`src/design/sha256_pkg.sv`:
```
// ----------------------------------------------------------------------------
// sha256 package
// shared request/response types, round constants and round functions
// ----------------------------------------------------------------------------
package sha256_pkg;

   typedef struct packed {
      logic [7:0] data_byte;
      logic       has_byte;
      logic       end_of_message;
   } req_type;

   typedef struct packed {
      logic [31:0] digest_word;
      logic [2:0]  word_index;
      logic        last_word;
   } rsp_type;

   // one staged request: byte, whether it is a byte, whether it ends the message
   typedef struct packed {
      logic [7:0] data_byte;
      logic       has_byte;
      logic       end_of_message;
   } cmd_type;

   localparam logic [31:0] INIT_H [8] = '{
      32'h6a09e667, 32'hbb67ae85, 32'h3c6ef372, 32'ha54ff53a,
      32'h510e527f, 32'h9b05688c, 32'h1f83d9ab, 32'h5be0cd19
   };

   localparam logic [7:0] PAD_BYTE = 8'h80;
   localparam int unsigned LEN_POS = 56;

   function automatic logic [31:0] round_k(input logic [5:0] idx);
      logic [31:0] k;
      case (idx)
         6'd0: k = 32'h428a2f98;  6'd1: k = 32'h71374491;
         6'd2: k = 32'hb5c0fbcf;  6'd3: k = 32'he9b5dba5;
         6'd4: k = 32'h3956c25b;  6'd5: k = 32'h59f111f1;
         6'd6: k = 32'h923f82a4;  6'd7: k = 32'hab1c5ed5;
         6'd8: k = 32'hd807aa98;  6'd9: k = 32'h12835b01;
         6'd10: k = 32'h243185be; 6'd11: k = 32'h550c7dc3;
         6'd12: k = 32'h72be5d74; 6'd13: k = 32'h80deb1fe;
         6'd14: k = 32'h9bdc06a7; 6'd15: k = 32'hc19bf174;
         6'd16: k = 32'he49b69c1; 6'd17: k = 32'hefbe4786;
         6'd18: k = 32'h0fc19dc6; 6'd19: k = 32'h240ca1cc;
         6'd20: k = 32'h2de92c6f; 6'd21: k = 32'h4a7484aa;
         6'd22: k = 32'h5cb0a9dc; 6'd23: k = 32'h76f988da;
         6'd24: k = 32'h983e5152; 6'd25: k = 32'ha831c66d;
         6'd26: k = 32'hb00327c8; 6'd27: k = 32'hbf597fc7;
         6'd28: k = 32'hc6e00bf3; 6'd29: k = 32'hd5a79147;
         6'd30: k = 32'h06ca6351; 6'd31: k = 32'h14292967;
         6'd32: k = 32'h27b70a85; 6'd33: k = 32'h2e1b2138;
         6'd34: k = 32'h4d2c6dfc; 6'd35: k = 32'h53380d13;
         6'd36: k = 32'h650a7354; 6'd37: k = 32'h766a0abb;
         6'd38: k = 32'h81c2c92e; 6'd39: k = 32'h92722c85;
         6'd40: k = 32'ha2bfe8a1; 6'd41: k = 32'ha81a664b;
         6'd42: k = 32'hc24b8b70; 6'd43: k = 32'hc76c51a3;
         6'd44: k = 32'hd192e819; 6'd45: k = 32'hd6990624;
         6'd46: k = 32'hf40e3585; 6'd47: k = 32'h106aa070;
         6'd48: k = 32'h19a4c116; 6'd49: k = 32'h1e376c08;
         6'd50: k = 32'h2748774c; 6'd51: k = 32'h34b0bcb5;
         6'd52: k = 32'h391c0cb3; 6'd53: k = 32'h4ed8aa4a;
         6'd54: k = 32'h5b9cca4f; 6'd55: k = 32'h682e6ff3;
         6'd56: k = 32'h748f82ee; 6'd57: k = 32'h78a5636f;
         6'd58: k = 32'h84c87814; 6'd59: k = 32'h8cc70208;
         6'd60: k = 32'h90befffa; 6'd61: k = 32'ha4506ceb;
         6'd62: k = 32'hbef9a3f7; 6'd63: k = 32'hc67178f2;
         default: k = 32'h0;
      endcase
      return k;
   endfunction

   function automatic logic [31:0] rotr(input logic [31:0] v, input int unsigned n);
      return (v >> n) | (v << (32 - n));
   endfunction

   function automatic logic [31:0] sig0(input logic [31:0] x);
      return rotr(x, 7) ^ rotr(x, 18) ^ (x >> 3);
   endfunction

   function automatic logic [31:0] sig1(input logic [31:0] x);
      return rotr(x, 17) ^ rotr(x, 19) ^ (x >> 10);
   endfunction

   function automatic logic [31:0] big0(input logic [31:0] x);
      return rotr(x, 2) ^ rotr(x, 13) ^ rotr(x, 22);
   endfunction

   function automatic logic [31:0] big1(input logic [31:0] x);
      return rotr(x, 6) ^ rotr(x, 11) ^ rotr(x, 25);
   endfunction

endpackage

```
`src/design/sha256_cmd_fifo.sv`:
```
// ----------------------------------------------------------------------------
// sha256 request queue
// short queue between the front classifier and the block engine
// ----------------------------------------------------------------------------
module sha256_cmd_fifo
   import sha256_pkg::*;
#(
   parameter int unsigned DEPTH = 4
) (
   input  logic    clock,
   input  logic    reset,
   input  logic    wr_en,
   input  cmd_type wr_data,
   output logic    full,
   input  logic    rd_en,
   output cmd_type rd_data,
   output logic    empty
);

   localparam int unsigned AW = (DEPTH > 1) ? $clog2(DEPTH) : 1;

   cmd_type        mem_ff [DEPTH];
   logic [AW-1:0]  wr_ptr_ff, wr_ptr_in;
   logic [AW-1:0]  rd_ptr_ff, rd_ptr_in;
   logic [AW:0]    count_ff, count_in;

   assign full    = (count_ff == (AW+1)'(DEPTH));
   assign empty   = (count_ff == '0);
   assign rd_data = mem_ff[rd_ptr_ff];

   always_comb begin
      wr_ptr_in = wr_ptr_ff;
      rd_ptr_in = rd_ptr_ff;
      count_in  = count_ff;
      if (wr_en) begin
         wr_ptr_in = (wr_ptr_ff == AW'(DEPTH - 1)) ? '0 : wr_ptr_ff + 1'b1;
      end
      if (rd_en) begin
         rd_ptr_in = (rd_ptr_ff == AW'(DEPTH - 1)) ? '0 : rd_ptr_ff + 1'b1;
      end
      if (wr_en && !rd_en) begin
         count_in = count_ff + 1'b1;
      end else if (!wr_en && rd_en) begin
         count_in = count_ff - 1'b1;
      end
   end

   always_ff @(posedge clock) begin
      if (reset) begin
         wr_ptr_ff <= '0;
         rd_ptr_ff <= '0;
         count_ff  <= '0;
      end else begin
         wr_ptr_ff <= wr_ptr_in;
         rd_ptr_ff <= rd_ptr_in;
         count_ff  <= count_in;
      end
   end

   always_ff @(posedge clock) begin
      if (wr_en) begin
         mem_ff[wr_ptr_ff] <= wr_data;
      end
   end

endmodule

```
`src/design/sha256_engine.sv`:
```
// ----------------------------------------------------------------------------
// sha256 block engine
// buffers bytes, pads, runs one round per cycle, streams the digest
// ----------------------------------------------------------------------------
module sha256_engine
   import sha256_pkg::*;
(
   input  logic    clock,
   input  logic    reset,
   input  logic    cmd_empty,
   input  cmd_type cmd_data,
   output logic    cmd_pop,
   output logic    rsp_empty,
   input  logic    rsp_pop,
   output rsp_type rsp_data
);

   typedef enum logic [2:0] {
      S_IDLE, S_PAD, S_ZERO, S_LEN, S_ROUND, S_ADD, S_OUT
   } state_type;

   state_type    state_ff;
   logic [31:0]  h_ff [8];
   logic [31:0]  s_ff [8];
   logic [31:0]  w_ff [16];
   logic [5:0]   fill_ff;
   logic [63:0]  total_ff;
   logic [5:0]   rnd_ff;
   logic         final_ff;
   logic         second_ff;
   logic         pad_due_ff;
   logic [2:0]   out_idx_ff;
   logic [2:0]   len_idx_ff;

   logic [31:0]  w_cur, w_new, t1, t2;
   logic [63:0]  bits;
   logic [7:0]   len_byte;
   logic [31:0]  h_out;

   // round schedule: w_ff[0] is the word for this round
   assign w_cur = w_ff[0];
   assign w_new = w_ff[0] + sig0(w_ff[1]) + w_ff[9] + sig1(w_ff[14]);
   assign t1    = s_ff[7] + big1(s_ff[4]) + ((s_ff[4] & s_ff[5]) ^ (~s_ff[4] & s_ff[6]))
                  + round_k(rnd_ff) + w_cur;
   assign t2    = big0(s_ff[0]) + ((s_ff[0] & s_ff[1]) ^ (s_ff[0] & s_ff[2])
                  ^ (s_ff[1] & s_ff[2]));
   assign bits     = {total_ff[60:0], 3'b000};
   assign len_byte = bits[8*(7 - len_idx_ff) +: 8];
   assign h_out    = h_ff[out_idx_ff];

   assign cmd_pop   = (state_ff == S_IDLE) && !cmd_empty;
   assign rsp_empty = (state_ff != S_OUT);
   assign rsp_data  = '{digest_word: h_out, word_index: out_idx_ff,
                        last_word: (out_idx_ff == 3'd7)};

   always_ff @(posedge clock) begin
      if (reset) begin
         state_ff   <= S_IDLE;
         fill_ff    <= '0;
         total_ff   <= '0;
         final_ff   <= 1'b0;
         second_ff  <= 1'b0;
         pad_due_ff <= 1'b0;
         out_idx_ff <= '0;
         len_idx_ff <= '0;
         rnd_ff     <= '0;
         for (int i = 0; i < 8; i++) h_ff[i] <= INIT_H[i];
      end else begin
         case (state_ff)
            S_IDLE: begin
               if (!cmd_empty) begin
                  if (cmd_data.has_byte) begin
                     w_ff[fill_ff[5:2]][8*(3 - fill_ff[1:0]) +: 8] <= cmd_data.data_byte;
                     total_ff <= total_ff + 64'd1;
                     fill_ff  <= fill_ff + 6'd1;
                     final_ff <= cmd_data.end_of_message;
                     if (fill_ff == 6'd63) begin
                        // padding still owed after this block when the request ends it
                        pad_due_ff <= cmd_data.end_of_message;
                        rnd_ff <= '0;
                        for (int i = 0; i < 8; i++) s_ff[i] <= h_ff[i];
                        state_ff <= S_ROUND;
                     end else if (cmd_data.end_of_message) begin
                        state_ff <= S_PAD;
                     end
                  end else if (cmd_data.end_of_message) begin
                     final_ff <= 1'b1;
                     state_ff <= S_PAD;
                  end
               end
            end
            S_PAD: begin
               w_ff[fill_ff[5:2]][8*(3 - fill_ff[1:0]) +: 8] <= PAD_BYTE;
               fill_ff  <= fill_ff + 6'd1;
               second_ff <= (fill_ff >= 6'(LEN_POS));
               state_ff <= S_ZERO;
            end
            S_ZERO: begin
               // zero to length slot, or to block end when no room
               if (fill_ff == 6'(LEN_POS) && !second_ff) begin
                  len_idx_ff <= '0;
                  state_ff   <= S_LEN;
               end else if (fill_ff == 6'd0) begin
                  rnd_ff <= '0;
                  for (int i = 0; i < 8; i++) s_ff[i] <= h_ff[i];
                  state_ff <= S_ROUND;
               end else begin
                  w_ff[fill_ff[5:2]][8*(3 - fill_ff[1:0]) +: 8] <= 8'h00;
                  fill_ff <= fill_ff + 6'd1;
                  if (fill_ff > 6'(LEN_POS)) second_ff <= 1'b1;
                  if (fill_ff == 6'd63) second_ff <= 1'b1;
               end
            end
            S_LEN: begin
               w_ff[fill_ff[5:2]][8*(3 - fill_ff[1:0]) +: 8] <= len_byte;
               fill_ff    <= fill_ff + 6'd1;
               len_idx_ff <= len_idx_ff + 3'd1;
               if (len_idx_ff == 3'd7) begin
                  second_ff <= 1'b0;
                  rnd_ff    <= '0;
                  for (int i = 0; i < 8; i++) s_ff[i] <= h_ff[i];
                  state_ff  <= S_ROUND;
               end
            end
            S_ROUND: begin
               s_ff[7] <= s_ff[6];
               s_ff[6] <= s_ff[5];
               s_ff[5] <= s_ff[4];
               s_ff[4] <= s_ff[3] + t1;
               s_ff[3] <= s_ff[2];
               s_ff[2] <= s_ff[1];
               s_ff[1] <= s_ff[0];
               s_ff[0] <= t1 + t2;
               for (int i = 0; i < 15; i++) w_ff[i] <= w_ff[i+1];
               w_ff[15] <= w_new;
               rnd_ff <= rnd_ff + 6'd1;
               if (rnd_ff == 6'd63) state_ff <= S_ADD;
            end
            S_ADD: begin
               for (int i = 0; i < 8; i++) h_ff[i] <= h_ff[i] + s_ff[i];
               out_idx_ff <= '0;
               if (pad_due_ff) begin
                  // block filled by the end request; pad a fresh block
                  pad_due_ff <= 1'b0;
                  state_ff   <= S_PAD;
               end else if (!final_ff) begin
                  state_ff <= S_IDLE;
               end else if (second_ff) begin
                  // padding spilled; next block carries zeros and length
                  second_ff <= 1'b0;
                  state_ff  <= S_ZERO;
                  fill_ff   <= 6'd1;
                  w_ff[0]   <= '0;
               end else begin
                  state_ff <= S_OUT;
               end
            end
            S_OUT: begin
               if (rsp_pop) begin
                  out_idx_ff <= out_idx_ff + 3'd1;
                  if (out_idx_ff == 3'd7) begin
                     for (int i = 0; i < 8; i++) h_ff[i] <= INIT_H[i];
                     fill_ff  <= '0;
                     total_ff <= '0;
                     final_ff <= 1'b0;
                     state_ff <= S_IDLE;
                  end
               end
            end
            default: state_ff <= S_IDLE;
         endcase
      end
   end

endmodule

```
`src/design/sha256_byte_stream_hasher_core.sv`:
```
// ----------------------------------------------------------------------------
// sha256 byte stream hasher core
// a byte that fills a block holds the engine for 64 rounds of compression
// other bytes pass through the request queue and the engine idle state
// an end request adds padding plus one or two block compressions
// digest leaves as eight words, one per cycle while pop is high
// reset: synchronous, restores initial hash, empties queue and counts
// ----------------------------------------------------------------------------
module sha256_byte_stream_hasher_core
   import sha256_pkg::*;
#(
   parameter int unsigned QUEUE_DEPTH = 4
) (
   input  logic    clock,
   input  logic    reset,
   input  logic    req_push,
   input  req_type req_data,
   output logic    req_full,
   input  logic    rsp_pop,
   output rsp_type rsp_data,
   output logic    rsp_empty
);

   cmd_type q_in, q_out;
   logic    q_empty, q_pop, keep;

   // front: classify, drop requests that carry nothing
   assign keep = req_data.has_byte || req_data.end_of_message;
   assign q_in = '{data_byte: req_data.data_byte, has_byte: req_data.has_byte,
                   end_of_message: req_data.end_of_message};

   sha256_cmd_fifo #(.DEPTH(QUEUE_DEPTH)) u_fifo (
      .clock   (clock),
      .reset   (reset),
      .wr_en   (req_push && !req_full && keep),
      .wr_data (q_in),
      .full    (req_full),
      .rd_en   (q_pop),
      .rd_data (q_out),
      .empty   (q_empty)
   );

   sha256_engine u_engine (
      .clock     (clock),
      .reset     (reset),
      .cmd_empty (q_empty),
      .cmd_data  (q_out),
      .cmd_pop   (q_pop),
      .rsp_empty (rsp_empty),
      .rsp_pop   (rsp_pop),
      .rsp_data  (rsp_data)
   );

endmodule

```
`config.mk`:
```
export PLATFORM = sky130hd
export DESIGN_NAME = sha256_byte_stream_hasher_core
export DESIGN_NICKNAME = d
export VERILOG_FILES = /design/src/design/sha256_pkg.sv /design/src/design/sha256_cmd_fifo.sv /design/src/design/sha256_engine.sv /design/src/design/sha256_byte_stream_hasher_core.sv
export SDC_FILE = /design/constraint.sdc
export NUM_CORES = 2
export LEC_CHECK = 0
export ABC_CLOCK_PERIOD_IN_PS = 24400
export BUFFER_PORTS_ARGS = -buffer_cell sky130_fd_sc_hd__buf_2
export CAP_MARGIN = 20
export CELL_PAD_IN_SITES_DETAIL_PLACEMENT = 1
export CELL_PAD_IN_SITES_GLOBAL_PLACEMENT = 1
export CORE_MARGIN = 2
export CORE_UTILIZATION = 40
export DETAILED_ROUTE_END_ITERATION = 7
export GPL_ROUTABILITY_DRIVEN = 0
export PLACE_DENSITY_LB_ADDON = 0.1
export SLEW_MARGIN = 25
export SYNTH_ARGS = -nofsm -noshare
export SYNTH_HDL_FRONTEND = slang
export SYNTH_SLANG_ARGS = --single-unit
```
`constraint.sdc`:
```
create_clock -name clock -period 24.4 [get_ports clock]
set_input_delay 2.44 -clock clock [delete_from_list [all_inputs] [get_ports clock]]
set_output_delay 2.44 -clock clock [all_outputs]
set_load 0.005 [all_outputs]
```
### Word level (Yosys, flattened, before mapping)

Memories as Yosys holds them, arrays and structs flattened. A register that Yosys moved wholly into a read port is not among the register bits.
Cells that the tools add are included.

* bits in read-only memories: 2048
* output and inout port bits: 38
* bits of input ports: 14
* memory bits (writable): 1064
* bits in registers: 95
* memories kept: 5
* logic and storage cells: 545

* $lt $le $gt $ge: 2
* reduce and logical (&&, ||, !) cells: 34
* mux-type cells: 260
* bitwise operators: 164
* add/sub/neg operators: 30
* eq/ne operators: 32
* shifts and indexed selects: 6

Memory list
* (no name shown): words 64, width 32, read ports 1, clocked after memory_dff 1, write ports 0, line sha256_pkg.sv:36 `case (idx)`
* u_engine.w_ff: words 16, width 32, read ports 16, clocked after memory_dff 0, write ports 16, line sha256_engine.sv:25 `logic [31:0] w_ff [16];`
* u_engine.h_ff: words 8, width 32, read ports 9, clocked after memory_dff 1, write ports 8, line sha256_engine.sv:23 `logic [31:0] h_ff [8];`
* u_engine.s_ff: words 8, width 32, read ports 8, clocked after memory_dff 0, write ports 8, line sha256_engine.sv:24 `logic [31:0] s_ff [8];`
* u_fifo.mem_ff: words 4, width 10, read ports 1, clocked after memory_dff 1, write ports 1, line sha256_cmd_fifo.sv:22 `cmd_type mem_ff [DEPTH];`

Operator list (count)
* $mux W32: 47
* $add A32 B32 Y32: 18
* $xor A32 B32 Y32: 9
* $mux W64: 4
* $and A32 B32 Y32: 5
* $mux W1: 159
* $or A1 B1 Y1: 137
* $pmux W64 S2: 1
* $mux W6: 17
* $shiftx A8 B34 Y32: 2
* $shiftx A8 B34 Y32 const A: 2
* $add A64 B1 Y64 const B: 1
* $shiftx A64 B33 Y8: 1
* $mux W3: 19
* $neg A32 Y34: 1
* $shift A8 B34 Y32 const A: 1
* $not A32 Y32: 1
* $or A10 B32 Y32: 1
* $or A13 B32 Y32: 1
* $or A14 B32 Y32: 1
* $or A15 B32 Y32: 1
* $or A19 B32 Y32: 1
* $or A21 B32 Y32: 1
* $or A25 B32 Y32: 1
* 47 further kinds: 96

### Depth between registers and ports, before layout

* word-level depth: 10
* depth in mapped cells: 31

### Hierarchy

Synthesis repeated with hierarchy kept, for this count alone.

* cells, all modules: 7822
* area total of the unflattened synthesis: 76484.6 µm²

By module, submodules not included
* sha256_engine: area an instance 74585.3 µm², times used 1, cells each 7724, seq. area each 31550.3 µm²
* sha256_cmd_fifo: area an instance 1883.1 µm², times used 1, cells each 96, seq. area each 1381.3 µm²
* sha256_byte_stream_hasher_core: area an instance 16.3 µm², times used 1, cells each 2, seq. area each 0.0 µm²

### Worst setup path after synthesis

OpenSTA, ideal clock, no wires.

* path kind: input -> register
* start: in reset
* end: mem u_engine.s_ff[1][0] (netlist: u_engine.s_ff[0][32]) (enable)
* data required time: 23716 ps
* setup slack: 14021 ps
* arrival: 9695 ps
* setup time: 684 ps
* cell stages on the path: 4
* path buffers: 1
* cells stage by stage: clkbuf_1 -> clkinv_1 -> nand4_1 -> o21ai_0

RTL lines
* start: declaration: line sha256_byte_stream_hasher_core.sv:15 `input logic reset,`
* end: declaration: line sha256_engine.sv:24

==> run summary <==
### GRT
• largest net degree at the start of global routing: 158
• GR Util All Layers: 0.290
• number of global-route vias before repair: 63137
• initial antenna violation count: 15
• global-route wire length before repair: 428 mm
• remaining global-route overflow: 0

### Critical path
• library cell contributing the largest single delay on the critical path: sky130_fd_sc_hd__edfxtp_1
• WP buf/inv: 2
• slack of the worst reg-to-reg path: 16240 ps
• Worst EP arrival: 8830 ps
• most repeated library cell on the critical path: sky130_fd_sc_hd__fa_1
• CP startpoint kind: flop
• delay of the slowest cell on the worst path: 630 ps
• data required time of the worst path: 25070 ps
• element type at the critical path end: flop
• cell type group with the largest total delay on the critical path: adder cells
• CP max FO: 7
• Setup Crit Path Kind: reg -> reg

### CTS
• post-CTS setup buffer count: 0
• Num CTS Buffers: 148
• root cell of the clock tree: sky130_fd_sc_hd__clkbuf_16
• CTS-repair resized insts: 0
• number of hold buffers added after cts: 0
• Clock transition at path regs: 60 ps
• maximum level of the CTS H-tree: 4
• Clk Latency, worst-skew pair: 850 ps
• clock tree from TritonCTS: built
• clock sinks: 1193
• maximum number of buffers from clock root to sink: 3

### Routing
• remaining antenna violation count after routing: 0
• Met3 Routed Length: 16.8 mm
• iteration count of the initial detailed-routing pass: 6
• met1 routed wirelength after detailed routing: 132 mm
• average vias per placed instance: 5.88
• DRT iter0 DRCs: 5885
• vias: 62366
• sum of met2 wire segment lengths after detailed routing: 129 mm
• average wire per standard cell: 27.3 um
• Post-Route WL: 289 mm
• number of design rule violations left after detail routing: 0
• highest layer used for signal routing: met5

### Finish
• P&R area growth vs syn: 9.71%
• most common cell after layout, fill and taps aside: sky130_fd_sc_hd__nand2_1
• final-stage net count: 8556
• proportion of layout cells with a drive suffix above 1: 0.0711
• highest-count cells in the layout ignoring fill and taps: sky130_fd_sc_hd__nand2_1, sky130_fd_sc_hd__edfxtp_1, sky130_fd_sc_hd__a21oi_1
• Layout fillers: 21652

### Synth
• dominant cells by area after synthesis: sky130_fd_sc_hd__edfxtp_1, sky130_fd_sc_hd__nand2_1, sky130_fd_sc_hd__dfxtp_1
• dominant cell type by area after synthesis: sky130_fd_sc_hd__edfxtp_1
• post-synth top area share: 0.352
• number of warnings issued by yosys: 0
• fraction of registers with async set/reset: 0
• Syn Nets: 8681
• average cell area after synthesis: 9.57 sq um
• post-synthesis cell area: 77200 sq um
• register bit total from synthesis: 1193
• synthesized netlist cell count: 8067
• number of enable flip-flop cells after synthesis: 904
• sequential cell area fraction in the yosys report: 0.426
• Synth Flop Type: sky130_fd_sc_hd__edfxtp_1
• distinct cell type count after synthesis: 104

### Timing
• setup TNS: 0 ps
• Finish-stage setup viols: 0
• Final period util: 0.334
• final setup skew: 55.9 ps
• highest attainable clock frequency: 0.123 GHz
• transition time at the pin with the least slew margin: 1170 ps
• max-slew violation count: 0
• setup repair after global routing missed its margin: false
• hold violation count in the final report: 0
• final worst path period need: 8160 ps
• relative max-transition margin: 0.212

### Floorplan
• Die X-Extent: 443 um
• boundary pin count: 52
• vertical die dimension: 443 um
• overall die area: 197000 sq um
• CORE AREA: 192000 sq um
• FP Rows: 161
• initial standard-cell utilization of the core: 0.402

### Placement
• quantity of I/O buffers inserted on ports: 51
• placed wire-length estimate: 216 mm

### Status
• run status: complete, no violations

### Worst hold path
• worst min path class: reg -> reg

### Run
• # Max-Cap Violations: 0

[cell families after synthesis]
| kind of cell | Yosys count | synth area share |
|---|---|---|
| compound gates | 1820 | 0.149 |
| xor+xnor | 607 | 0.0692 |
| fa+ha+maj | 622 | 0.119 |
| buf+inv | 790 | 0.0397 |
| flops | 1193 | 0.426 |
| mux | 178 | 0.0382 |
| simple gates | 2857 | 0.158 |
[tightest hold or removal path, stage by stage, from the launching register on]
cell	delay (ps)
sky130_fd_sc_hd__edfxtp_1	320
sky130_fd_sc_hd__nand2_1	40
sky130_fd_sc_hd__nand2_1	50
[layout make-up]
type	instances	area [sq um]	share of cell area
multi-input combinational	6084	41400	0.489
sequential	1193	32900	0.389
clock buffer	200	4030	0.0476
tap	2526	3160	0.0373
inverter	361	1360	0.0161
timing repair buffer	154	1040	0.0123
clock inverter	72	762	0.00899
antenna	9	22.5	0.000266
[cell usage after synthesis (all sizes together) (85+ instances only)]
| cell | n |
|---|---|
| clkbuf | 350 |
| dfxtp | 289 |
| o21ai | 478 |
| edfxtp | 904 |
| nand3 | 161 |
| xnor2 | 396 |
| a21oi | 475 |
| nor3 | 85 |
| inv | 360 |
| nor2 | 402 |
| ha | 404 |
| a21o | 299 |
| xor2 | 209 |
| nand2 | 1817 |
| fa | 196 |
| mux4 | 87 |
[metrics by stage]
step	util	hold WS [ps]	worst slack (ps)	cell area, sq um	std cells
finish	0.441	487	16240	84700	10599
global route	0.441	511	15780	84700	10592
CTS	0.441	486	16300	84700	10590
detailed placement	0.416	486	16370	79900	10318
global placement	0.416	470	16490	79900	10318
floorplan	-	447	14020	77200	8067
[state kept, by name, indices dropped and copies added, names as in the netlist, 3 cells and up, named ones only]
register             count
u_engine.rnd_ff          6
u_engine.total_ff       61
u_engine.len_idx_ff      3
u_engine.fill_ff         6
u_engine.h_ff          256
u_engine.state_ff        3
u_engine.w_ff          512
u_fifo.mem_ff           40
u_fifo.count_ff          3
u_engine.s_ff          256
u_engine.out_idx_ff      3
[worst paths after layout]
check	from	to	depth (start not counted)
max	u_engine.s_ff[2][1]	u_engine.s_ff[0][31]	28
min reg2reg	u_engine.w_ff[12][17]	u_engine.w_ff[11][17]	2
min	u_engine.w_ff[12][17]	u_engine.w_ff[11][17]	2
max reg2reg	u_engine.s_ff[2][1]	u_engine.s_ff[0][31]	28
[per-layer routing]
layer	GRT usage	vias up
met2	0.453	1734
met4	0.0984	12
met3	0.0462	452
met5	0	-
met1	0.409	32000
li1	-	28168
Power is left out: the tool's default activity adds up to more than one toggle a clock period on the data nets, which glitch-free logic cannot reach.
